==> src/rtl/dlsw_pkg.sv <==
// ----------------------------------------------------------------------------
// dlsw_pkg
// Types, constants and the segment table of the decimal segment writer.
// ----------------------------------------------------------------------------
package dlsw_pkg;

    localparam int NUM_DIGITS   = 6;
    localparam int SEGMENT_ROWS = 4;
    localparam int ROW_STRIDE   = 5;

    localparam int VALUE_W = 32;
    localparam int OFF_W   = 5;
    localparam int DATA_W  = 8;
    localparam int DIGIT_W = 4;
    localparam int WORD_W  = DIGIT_W * SEGMENT_ROWS;

    localparam int POS_W = (NUM_DIGITS > 1) ? $clog2(NUM_DIGITS) : 1;
    localparam int ROW_W = (SEGMENT_ROWS > 1) ? $clog2(SEGMENT_ROWS) : 1;

    localparam int MAX_OFFSET = (NUM_DIGITS - 1) / 2 + ROW_STRIDE * (SEGMENT_ROWS - 1);
    localparam int MEM_DEPTH  = MAX_OFFSET + 1;
    localparam int MEM_AW     = (MEM_DEPTH > 1) ? $clog2(MEM_DEPTH) : 1;

    localparam int FIFO_DEPTH = 4;
    localparam int FIFO_PTR_W = $clog2(FIFO_DEPTH);
    localparam int FIFO_CNT_W = FIFO_PTR_W + 1;

    // divide by ten: q = (v * 0xCCCCCCCD) >> 35, exact for v < 2^32
    localparam logic [VALUE_W-1:0] DIV10_RECIP = 32'hCCCC_CCCD;
    localparam int                 DIV10_SHIFT = 35;

    localparam logic [15:0] SEG_0 = 16'h1551;
    localparam logic [15:0] SEG_1 = 16'h0110;
    localparam logic [15:0] SEG_2 = 16'h1E11;
    localparam logic [15:0] SEG_3 = 16'h1B11;
    localparam logic [15:0] SEG_4 = 16'h0B50;
    localparam logic [15:0] SEG_5 = 16'h1B41;
    localparam logic [15:0] SEG_6 = 16'h1F41;
    localparam logic [15:0] SEG_7 = 16'h0111;
    localparam logic [15:0] SEG_8 = 16'h1F51;
    localparam logic [15:0] SEG_9 = 16'h0B51;

    typedef enum logic [1:0] {
        FR_IDLE,
        FR_DIV,
        FR_PUSH
    } front_state_t;

    typedef struct packed {
        logic [POS_W-1:0]   pos;
        logic [DIGIT_W-1:0] digit;
        logic               last;
    } digit_entry_t;

    function automatic logic [WORD_W-1:0] seg_word(input logic [DIGIT_W-1:0] d);
        logic [15:0] w;
        unique case (d)
            4'd0:    w = SEG_0;
            4'd1:    w = SEG_1;
            4'd2:    w = SEG_2;
            4'd3:    w = SEG_3;
            4'd4:    w = SEG_4;
            4'd5:    w = SEG_5;
            4'd6:    w = SEG_6;
            4'd7:    w = SEG_7;
            4'd8:    w = SEG_8;
            4'd9:    w = SEG_9;
            default: w = '0;
        endcase
        return w[WORD_W-1:0];
    endfunction

endpackage

==> src/rtl/dlsw_fifo.sv <==
// ----------------------------------------------------------------------------
// dlsw_fifo
// Short digit queue between the divider front and the segment writer back.
// ----------------------------------------------------------------------------
module dlsw_fifo
    import dlsw_pkg::*;
(
    input  logic         clk,
    input  logic         rst_n,
    input  logic         push_valid,
    output logic         push_ready,
    input  digit_entry_t push_entry,
    output logic         pop_valid,
    input  logic         pop_ready,
    output digit_entry_t pop_entry
);

    digit_entry_t          entry_reg [FIFO_DEPTH];
    logic [FIFO_PTR_W-1:0] wr_ptr_reg, wr_ptr_next;
    logic [FIFO_PTR_W-1:0] rd_ptr_reg, rd_ptr_next;
    logic [FIFO_CNT_W-1:0] count_reg, count_next;
    logic                  do_push;
    logic                  do_pop;

    assign push_ready = (count_reg != FIFO_CNT_W'(FIFO_DEPTH));
    assign pop_valid  = (count_reg != '0);
    assign pop_entry  = entry_reg[rd_ptr_reg];
    assign do_push    = push_valid && push_ready;
    assign do_pop     = pop_valid && pop_ready;

    always_comb
    begin
        wr_ptr_next = do_push ? wr_ptr_reg + 1'b1 : wr_ptr_reg;
        rd_ptr_next = do_pop ? rd_ptr_reg + 1'b1 : rd_ptr_reg;
        count_next  = count_reg;
        if (do_push && !do_pop)
        begin
            count_next = count_reg + 1'b1;
        end
        else if (do_pop && !do_push)
        begin
            count_next = count_reg - 1'b1;
        end
    end

    always_ff @(posedge clk or negedge rst_n)
    begin
        if (!rst_n)
        begin
            wr_ptr_reg <= '0;
            rd_ptr_reg <= '0;
            count_reg  <= '0;
        end
        else
        begin
            wr_ptr_reg <= wr_ptr_next;
            rd_ptr_reg <= rd_ptr_next;
            count_reg  <= count_next;
        end
    end

    always_ff @(posedge clk)
    begin
        if (do_push)
        begin
            entry_reg[wr_ptr_reg] <= push_entry;
        end
    end

endmodule

==> src/rtl/dlsw_front.sv <==
// ----------------------------------------------------------------------------
// dlsw_front
// Accepts values, drops non-positive ones and splits the rest into digits,
// one reciprocal division by ten per digit, least significant first.
// ----------------------------------------------------------------------------
module dlsw_front
    import dlsw_pkg::*;
(
    input  logic                      clk,
    input  logic                      rst_n,
    input  logic                      in_valid,
    output logic                      in_ready,
    input  logic signed [VALUE_W-1:0] value,
    output logic                      push_valid,
    input  logic                      push_ready,
    output digit_entry_t              push_entry
);

    front_state_t       state_reg, state_next;
    logic [VALUE_W-1:0] v_reg, v_next;
    logic [VALUE_W-1:0] q_reg, q_next;
    logic [POS_W-1:0]   pos_reg, pos_next;
    logic [2*VALUE_W-1:0] prod;
    logic [VALUE_W-1:0] q_calc;
    logic [VALUE_W-1:0] rem;
    logic               digit_last;

    assign prod       = (2*VALUE_W)'(v_reg) * (2*VALUE_W)'(DIV10_RECIP);
    assign q_calc     = VALUE_W'(prod >> DIV10_SHIFT);
    assign rem        = v_reg - ((q_reg << 3) + (q_reg << 1));
    assign digit_last = (pos_reg == '0) || (q_reg == '0);

    always_comb
    begin
        state_next       = state_reg;
        v_next           = v_reg;
        q_next           = q_reg;
        pos_next         = pos_reg;
        in_ready         = 1'b0;
        push_valid       = 1'b0;
        push_entry.pos   = pos_reg;
        push_entry.digit = rem[DIGIT_W-1:0];
        push_entry.last  = digit_last;
        unique case (state_reg)
            FR_IDLE:
            begin
                in_ready = 1'b1;
                if (in_valid && (value > 0))
                begin
                    v_next     = unsigned'(value);
                    pos_next   = POS_W'(NUM_DIGITS - 1);
                    state_next = FR_DIV;
                end
            end
            FR_DIV:
            begin
                q_next     = q_calc;
                state_next = FR_PUSH;
            end
            FR_PUSH:
            begin
                push_valid = 1'b1;
                if (push_ready)
                begin
                    if (digit_last)
                    begin
                        state_next = FR_IDLE;
                    end
                    else
                    begin
                        v_next     = q_reg;
                        pos_next   = pos_reg - 1'b1;
                        state_next = FR_DIV;
                    end
                end
            end
            default:
            begin
                state_next = FR_IDLE;
            end
        endcase
    end

    always_ff @(posedge clk or negedge rst_n)
    begin
        if (!rst_n)
        begin
            state_reg <= FR_IDLE;
        end
        else
        begin
            state_reg <= state_next;
        end
    end

    always_ff @(posedge clk)
    begin
        v_reg   <= v_next;
        q_reg   <= q_next;
        pos_reg <= pos_next;
    end

endmodule

==> src/rtl/dlsw_back.sv <==
// ----------------------------------------------------------------------------
// dlsw_back
// Segment writer: one byte read-modify-write per cycle unless output stalls,
// over each digit's rows; a read stage feeds the merge into a result register.
// ----------------------------------------------------------------------------
module dlsw_back
    import dlsw_pkg::*;
(
    input  logic              clk,
    input  logic              rst_n,
    input  logic              pop_valid,
    output logic              pop_ready,
    input  digit_entry_t      pop_entry,
    output logic              out_valid,
    input  logic              out_ready,
    output logic [OFF_W-1:0]  reg_offset,
    output logic [DATA_W-1:0] reg_data,
    output logic              last
);

    logic [DATA_W-1:0]  mem_reg [MEM_DEPTH];

    logic [ROW_W-1:0]   row_reg;
    logic               s1_valid_reg;
    logic [OFF_W-1:0]   s1_off_reg;
    logic [DIGIT_W-1:0] s1_nib_reg;
    logic               s1_odd_reg;
    logic               s1_last_reg;
    logic [DATA_W-1:0]  rd_data_reg;

    logic               out_valid_reg;
    logic [OFF_W-1:0]   out_off_reg;
    logic [DATA_W-1:0]  out_data_reg;
    logic               out_last_reg;

    logic [WORD_W-1:0]  word;
    logic [OFF_W-1:0]   rd_off;
    logic               row_end;
    logic               r_fire;
    logic               w_fire;
    logic [DATA_W-1:0]  merged;

    assign word    = seg_word(pop_entry.digit);
    assign rd_off  = OFF_W'(pop_entry.pos >> 1) + OFF_W'(row_reg) * OFF_W'(ROW_STRIDE);
    assign row_end = (row_reg == ROW_W'(SEGMENT_ROWS - 1));
    assign w_fire  = s1_valid_reg && (!out_valid_reg || out_ready);
    assign r_fire  = pop_valid && (!s1_valid_reg || w_fire);
    assign pop_ready = r_fire && row_end;
    assign merged  = s1_odd_reg ? {s1_nib_reg, rd_data_reg[3:0]}
                                : {rd_data_reg[7:4], s1_nib_reg};

    assign out_valid  = out_valid_reg;
    assign reg_offset = out_off_reg;
    assign reg_data   = out_data_reg;
    assign last       = out_last_reg;

    always_ff @(posedge clk or negedge rst_n)
    begin
        if (!rst_n)
        begin
            row_reg       <= '0;
            s1_valid_reg  <= 1'b0;
            out_valid_reg <= 1'b0;
        end
        else
        begin
            if (r_fire)
            begin
                row_reg <= row_end ? '0 : row_reg + 1'b1;
            end
            if (r_fire)
            begin
                s1_valid_reg <= 1'b1;
            end
            else if (w_fire)
            begin
                s1_valid_reg <= 1'b0;
            end
            if (w_fire)
            begin
                out_valid_reg <= 1'b1;
            end
            else if (out_ready)
            begin
                out_valid_reg <= 1'b0;
            end
        end
    end

    // segment memory; a read of the byte being written this cycle takes the new value
    always_ff @(posedge clk or negedge rst_n)
    begin
        if (!rst_n)
        begin
            for (int i = 0; i < MEM_DEPTH; i++)
            begin
                mem_reg[i] <= '0;
            end
        end
        else if (w_fire)
        begin
            mem_reg[s1_off_reg[MEM_AW-1:0]] <= merged;
        end
    end

    always_ff @(posedge clk)
    begin
        if (r_fire)
        begin
            s1_off_reg  <= rd_off;
            s1_nib_reg  <= word[row_reg*DIGIT_W +: DIGIT_W];
            s1_odd_reg  <= pop_entry.pos[0];
            s1_last_reg <= pop_entry.last && row_end;
            if (w_fire && (s1_off_reg == rd_off))
            begin
                rd_data_reg <= merged;
            end
            else
            begin
                rd_data_reg <= mem_reg[rd_off[MEM_AW-1:0]];
            end
        end
        if (w_fire)
        begin
            out_off_reg  <= s1_off_reg;
            out_data_reg <= merged;
            out_last_reg <= s1_last_reg;
        end
    end

endmodule

==> src/rtl/decimal_to_lcd_segment_writer.sv <==
// ----------------------------------------------------------------------------
// decimal_to_lcd_segment_writer
// A positive value is split into at most six decimal digits and every digit
// is merged nibble-wise into four bytes of segment memory; each byte write
// comes out as one result beat, the final one marked by last. Zero and
// negative values are accepted and give no beats. The front divider works
// on one digit at a time, a division then a push, and hands digits to the
// back through a four-entry queue; it takes no new value until the last digit
// of the current one is pushed, and stalls on the result side back up the
// queue and hold the front for as long as they last. The back writes one
// byte per cycle while the result side takes every beat, so a value with d
// digits yields 4*d beats, at most 24; that single byte port of the segment
// memory sets the sustained rate.
// ----------------------------------------------------------------------------
module decimal_to_lcd_segment_writer
    import dlsw_pkg::*;
(
    input  logic                      clk,
    input  logic                      rst_n,
    input  logic                      in_valid,
    output logic                      in_ready,
    input  logic signed [VALUE_W-1:0] value,
    output logic                      out_valid,
    input  logic                      out_ready,
    output logic [OFF_W-1:0]          reg_offset,
    output logic [DATA_W-1:0]         reg_data,
    output logic                      last
);

    logic         push_valid;
    logic         push_ready;
    digit_entry_t push_entry;
    logic         pop_valid;
    logic         pop_ready;
    digit_entry_t pop_entry;

    dlsw_front u_front (
        .clk        (clk),
        .rst_n      (rst_n),
        .in_valid   (in_valid),
        .in_ready   (in_ready),
        .value      (value),
        .push_valid (push_valid),
        .push_ready (push_ready),
        .push_entry (push_entry)
    );

    dlsw_fifo u_fifo (
        .clk        (clk),
        .rst_n      (rst_n),
        .push_valid (push_valid),
        .push_ready (push_ready),
        .push_entry (push_entry),
        .pop_valid  (pop_valid),
        .pop_ready  (pop_ready),
        .pop_entry  (pop_entry)
    );

    dlsw_back u_back (
        .clk        (clk),
        .rst_n      (rst_n),
        .pop_valid  (pop_valid),
        .pop_ready  (pop_ready),
        .pop_entry  (pop_entry),
        .out_valid  (out_valid),
        .out_ready  (out_ready),
        .reg_offset (reg_offset),
        .reg_data   (reg_data),
        .last       (last)
    );

endmodule

==> config.mk <==
export PLATFORM = sky130hd
export DESIGN_NAME = decimal_to_lcd_segment_writer
export DESIGN_NICKNAME = d
export VERILOG_FILES = /design/src/rtl/dlsw_pkg.sv /design/src/rtl/dlsw_fifo.sv /design/src/rtl/dlsw_front.sv /design/src/rtl/dlsw_back.sv /design/src/rtl/decimal_to_lcd_segment_writer.sv
export SDC_FILE = /design/constraint.sdc
export NUM_CORES = 2
export LEC_CHECK = 0
export BUFFER_PORTS_ARGS = -buffer_cell sky130_fd_sc_hd__clkbuf_2
export CAP_MARGIN = 20
export CORE_MARGIN = 5
export CORE_UTILIZATION = 40
export CTS_CLUSTER_SIZE = 16
export DETAILED_ROUTE_END_ITERATION = 8
export GPL_ROUTABILITY_DRIVEN = 0
export SETUP_SLACK_MARGIN = 0.02
export SLEW_MARGIN = 0
export SYNTH_ARGS = -nofsm -noshare
export SYNTH_HDL_FRONTEND = slang
export SYNTH_HIERARCHICAL = 1
export SYNTH_SLANG_ARGS = --single-unit
==> constraint.sdc <==
create_clock -name clk -period 14.7 [get_ports clk]
set_input_delay 2.94 -clock clk [delete_from_list [all_inputs] [get_ports clk]]
set_output_delay 2.94 -clock clk [all_outputs]
set_load 0.01 [all_outputs]
-- Word level (Yosys, flattened, before mapping)
Memory sizes are Yosys's and may differ from the RTL's.
Cells that the tools add are included.
- bitwise gates (word level): 2
- multipliers: 2
- shift-type cells: 1
- $add $sub $neg: 9
- eq/ne operators: 8
- reductions and logical operators: 28
- muxes and demuxes: 31
- order comparisons: 4
- operators by type and width (cell ; number):
    $bwmux W144 ; 1
    $mux W32 ; 3
    $mul A32 B32 Y64 const B ; 1
    $pmux W32 S2 ; 1
    $bmux W8 S5 ; 1
    $demux W8 S5 ; 1
    $mux W8 ; 5
    $gt A32 B1 Y1 const B ; 1
    $logic_not A32 Y1 ; 1
    $shiftx A16 B5 Y4 ; 1
    $mux W3 ; 5
    $ge A6 B6 Y1 const B ; 2
    $not A5 Y6 ; 2
    $logic_and A1 B1 Y1 ; 11
    $mux W1 ; 9
    $reduce_bool A2 Y1 ; 4
    $add A2 B1 Y2 const B ; 3
    $lt A6 B1 Y1 const B ; 1
    $mux W2 ; 3
    $pmux W2 S3 ; 1
    $pmux W3 S2 ; 1
    $sub A3 B1 Y3 const B ; 2
    $add A2 B5 Y5 ; 1
    $eq A5 B5 Y1 ; 1
    16 further kinds ; 23
- output and inout port bits: 16
- register bits: 254
- bits in read-only memories: 128
- input bits: 36
- word-level logic and storage cells: 123
- bits in writable memories: 32
- memories kept: 2
- memory list (memory ; words ; bits a word ; rd ports ; clocked after Yosys merged registers in ; write ports ; RTL line ; text):
    (name not given) ; 16 ; 8 ; 1 ; 0 ; 0 ; dlsw_pkg.sv:57 ; unique case (d)
    u_fifo.entry_reg ; 4 ; 8 ; 1 ; 0 ; 1 ; dlsw_fifo.sv:18 ; digit_entry_t entry_reg [FIFO_DEPTH];

-- Depth between registers and ports, before layout
- depth in word-level cells: 10
- mapped depth: 25
- gate-level depth less buffers: 24

-- By module
Netlist, hierarchy kept.
- by module, submodules not included (module ; seq. area each (um^2) ; cells an instance ; area each (um^2) ; instances):
    dlsw_front ; 1971.9 ; 1862 ; 19317.3 ; 1
    dlsw_back ; 4664.5 ; 782 ; 8276.7 ; 1
    dlsw_fifo ; 1136.1 ; 77 ; 1591.5 ; 1

-- Least setup slack after synthesis
Ideal clock, no wire load.
- kind: flip-flop to flip-flop
- start point: reg u_front.v_reg[20]
- end point: reg u_front.q_reg[15] (data pin)
- required time: 14.442 ns
- cell stages (with the launch flop): 25
- library setup time: 0.258 ns
- path buffers: 0
- slack: 7.918 ns
- arrival: 6.523 ns
- period minus slack after synthesis: 6.782 ns
- path through: edfxtp_1 -> ha_1 -> inv_1 -> fa_1 -> inv_1 -> fa_1 -> inv_1 -> fa_1 -> inv_1 -> fa_1 -> fa_1 -> fa_1 -> inv_1 -> fa_1 -> inv_1 -> ha_1 -> and4_4 -> nor4b_2 -> and2_1 -> a221oi_2 -> o31ai_2 -> and2_1 -> or3_4 -> a21oi_2 -> xnor2_1
- longest elaborated chain between the ends: 1
- RTL lines (element ; RTL line ; text):
    start: declaration ; dlsw_front.sv:20 ; logic [VALUE_W-1:0] v_reg, v_next;
    start signal: assignment ; dlsw_front.sv:98 ; v_reg <= v_next;
    $mul A32 B32 Y64 ; dlsw_front.sv:28 ; assign prod = (2*VALUE_W)'(v_reg) * (2*VALUE_W)'(DIV10_RECIP);
    named net u_front.prod[50] ; dlsw_front.sv:23 ; logic [2*VALUE_W-1:0] prod;
    end signal: assignment ; dlsw_front.sv:99 ; q_reg <= q_next;
    end: declaration ; dlsw_front.sv:21 ; logic [VALUE_W-1:0] q_reg, q_next;
The timed path passes the listed nets, and every way through them passes these cells.
A chain may end at the register's enable or synchronous reset.

-- Final worst setup path
- start point: reg u_front.v_reg[16]
- end point: reg u_front.q_reg[22] (data pin)
The elaborated chain is that of the path after synthesis.

==> results summary <==
The run finished with clean final reports. In this run the tightest slew margin relative to its limit is 0.221. The area of the mapped netlist came out at just under 30000 um2. The cell that appears most often on the critical path is fa_1. The number of setup violations in the final report came out at 0. TritonCTS built the clock tree. The source-to-sink clock delay at the later pin of the worst-skew pair came out at approximately 550 ps. The via count of the first global-routing pass is approximately 21000. The number of antenna diodes is 0. The die area came out at between 70000 and 80000 um2. The cell count after synthesis came out at roughly 2700. The synthesized design contains 128 enable-type register cells. The count of endpoints failing hold in the final timing report came out at 0. Summed over all nets, the half-perimeter wirelength after detailed placement is between 60000 and 70000 um. The transition time at the pin with the least slew margin is 1150 ps. The residual overflow from global routing came out at 0. The detailed-router iteration count before antenna repair came out at 5.

For the finished layout, the period the worst path requires is just over 8000 ps. The number of nets in the final layout is 3536. The total count of max-transition violations in the final report is 0. The synthesized area per cell is 10.7 um2. After detailed routing, the number of remaining DRC violations is 0.

The number of antenna violations at the first check in global routing is 0. The worst hold path belongs to the class reg2reg. Of all nets on the critical path, the largest fanout is 6. The worst endpoint data arrival time is ~8400 ps. STA classifies the critical path endpoint as a register.

The total of buffers placed on input and output ports came out at between 50 and 60. The fraction of layout cells with a size suffix above 1 is 0.0693. The number of flip-flops in the largest register is 144. The growth of design area from synthesis to finish came out at 8.24%.

The proportion of synthesized chip area in sequential cells came out at 0.266. The final critical-path setup slack came out at 6610 ps. The synthesized netlist net count is 3512. The floorplan step set the die height to approximately 280 um.

The fmax is approximately 0.12 GHz. For this design, the slowest cell found on the critical path is edfxtp_1. For this configuration, the core starts out at a cell density of 0.401. The critical path goes through ha_1, inv_1, fa_1, inv_1, fa_1, inv_1, fa_1, inv_1, fa_1, fa_1, fa_1, fa_1, ha_1, nand3_2, nor3_1, and3_1, nor2b_1, a2111oi_4, nor3_1, o21bai_1, o21bai_1, xor2_1. Clock-pin slew was measured on the worst setup and hold paths at ~60 ps. The buffer count from post-CTS setup fixing is 0. The cell taking the most area after synthesis is fa_1. The number of buffers inserted for hold repair after clock tree synthesis came out at 0. The clock tree synthesis step divided the H-tree into 2 levels. The routed wire length came out at ~82000 um. The cell row count came out at 99. The via density per instance came out at 5.30. The deepest clock path buffer count is 3.

Dividing the final minimum period by the clock period gives 0.550. The total global-route track usage is 0.210. The tree is rooted in a clkbuf_16. The first global-routing pass estimated ~130000 um of wire. After synthesis, the netlist uses 78 different library cells. The area of the core is ~73000 um2. The number of placed I/O pins came out at 52. The category of the critical setup timing path is reg2reg.

The kind of start point of the critical path is a register. The total number of yosys warnings is 6. Measured on the finished design, the core utilization comes to 0.434.

The final total negative setup slack came out at 0 ps. The data required time at the worst endpoint came out at around 15000 ps. For this run, asynchronously set or reset flops after synthesis account for 0.551.

Of the post-synthesis cell area, the dominant cell type holds 0.266. Setup repair after global routing left no endpoint under its margin. The maximum clock skew at final layout is approximately 19 ps. The clock drives ~290 sinks.

The number of violations reported at the end of detailed-routing iteration 0 came out at between 1500 and 2000. The number of gates given a new drive strength after cts came out at 0. The number of buffers created by CTS is 35. Entering global routing, the biggest net connects approximately 100 pins.

The worst setup slack before clock tree synthesis is ~6600 ps. The total of max-cap violations came out at 0. Counting flops and latches in the post-synthesis netlist gives roughly 290. The cell with the most instances after synthesis is inv_1. The width of the die came out at between 200 and 300 um. The most used flip-flop cell after synthesis is dfrtp_1. The remaining antenna violation count came out at 0.

Detailed routing inserted a total of between 15000 and 20000 vias. The maximum cell stage delay along the critical path is about 570 ps. By area the synthesized netlist is led by fa_1 (27%), ha_1 (16%), dfrtp_1 (13%). Dividing the detail-routed wire length by the instance count gives between 20 and 25 um. Ranked by instance count, the synthesized netlist is headed by inv_1 (552), fa_1 (388), ha_1 (367).
-- critical path: cells and delay by family, from the launching register on --
| kind | cells | cell delay, ps |
|---|---|---|
| simple gates | 5 | 1680 |
| fa+ha+maj | 9 | 4510 |
| flops | 1 | 570 |
| buf+inv | 4 | 370 |
| xor+xnor | 1 | 90 |
| compound gates | 3 | 580 |
-- cells by family after synthesis --
| family | Yosys count | synth area share |
|---|---|---|
| AOI/OAI and AO/OA | 394 | 0.0863 |
| xor gates and xnor gates | 93 | 0.0279 |
| adders and majority gates | 755 | 0.423 |
| buffers and inverters | 638 | 0.0846 |
| DFF | 285 | 0.266 |
| muxes | 90 | 0.0361 |
| and+or+nand+nor | 466 | 0.0752 |
-- cell usage in the layout, fill, tap and decap left out, types with 12 or more instances in the layout --
cell,netlist,layout
o21ai_0,58,58
mux4_2,12,12
clkbuf_2,2,50
xnor2_1,47,47
inv_1,552,552
edfxtp_1,128,128
dfrtp_1,157,157
xor2_1,46,46
ha_1,367,366
a22oi_1,39,38
a21o_1,47,47
fa_1,388,388
clkbuf_16,0,35
a31oi_1,21,21
a21oi_1,156,154
nor4_1,14,14
and2_1,22,22
nor2_1,144,144
mux2i_1,76,70
nand2b_1,13,13
nand2_1,187,187
nand4_1,13,13
buf_4,1,19
-- layer usage --
metal | vias up | routed length (um) | track usage
met5 | - | 0 | 0
li1 | 8871 | - | -
met2 | 648 | 39700 | 0.355
met4 | 0 | 3900 | 0.0816
met1 | 10100 | 33600 | 0.269
met3 | 179 | 4710 | 0.0361
-- path summary, 6_finish.rpt --
check                                        start                   to  slack (ps)  cells after the start
worst min register to register  u_back/s1_last_reg          u_back/last         420                      0
min in group asynchronous                    rst_n  u_back/mem_reg[111]        2500                      1
worst max-delay path             u_front/v_reg[16]    u_front/q_reg[22]        6610                     22
worst min-delay path            u_back/s1_last_reg          u_back/last         420                      0
max in group asynchronous                    rst_n   u_back/mem_reg[16]       10890                      2
worst max register to register   u_front/v_reg[16]    u_front/q_reg[22]        6610                     22
-- through the flow --
stage	area, um2	cells	hold WS [ps]
2_1_floorplan	29200	2721	400
3_3_place_gp	30400	3662	412
3_5_place_dp	30500	3664	423
4_1_cts	31600	3726	423
5_1_grt	31600	3729	439
6_report	31600	3729	417
-- area by class of cell --
class	instances	area (um2)
repair buffers	72	427
inverters	553	2080
flip-flops and latches	285	7770
multi-input cells	1798	19000
fillers	6828	41100
well taps	959	1200
clock inverters	17	170
clock buffers	45	943
Power is left out: the tool's default activity adds up to more than one toggle a clock period on the data nets, which glitch-free logic cannot reach.
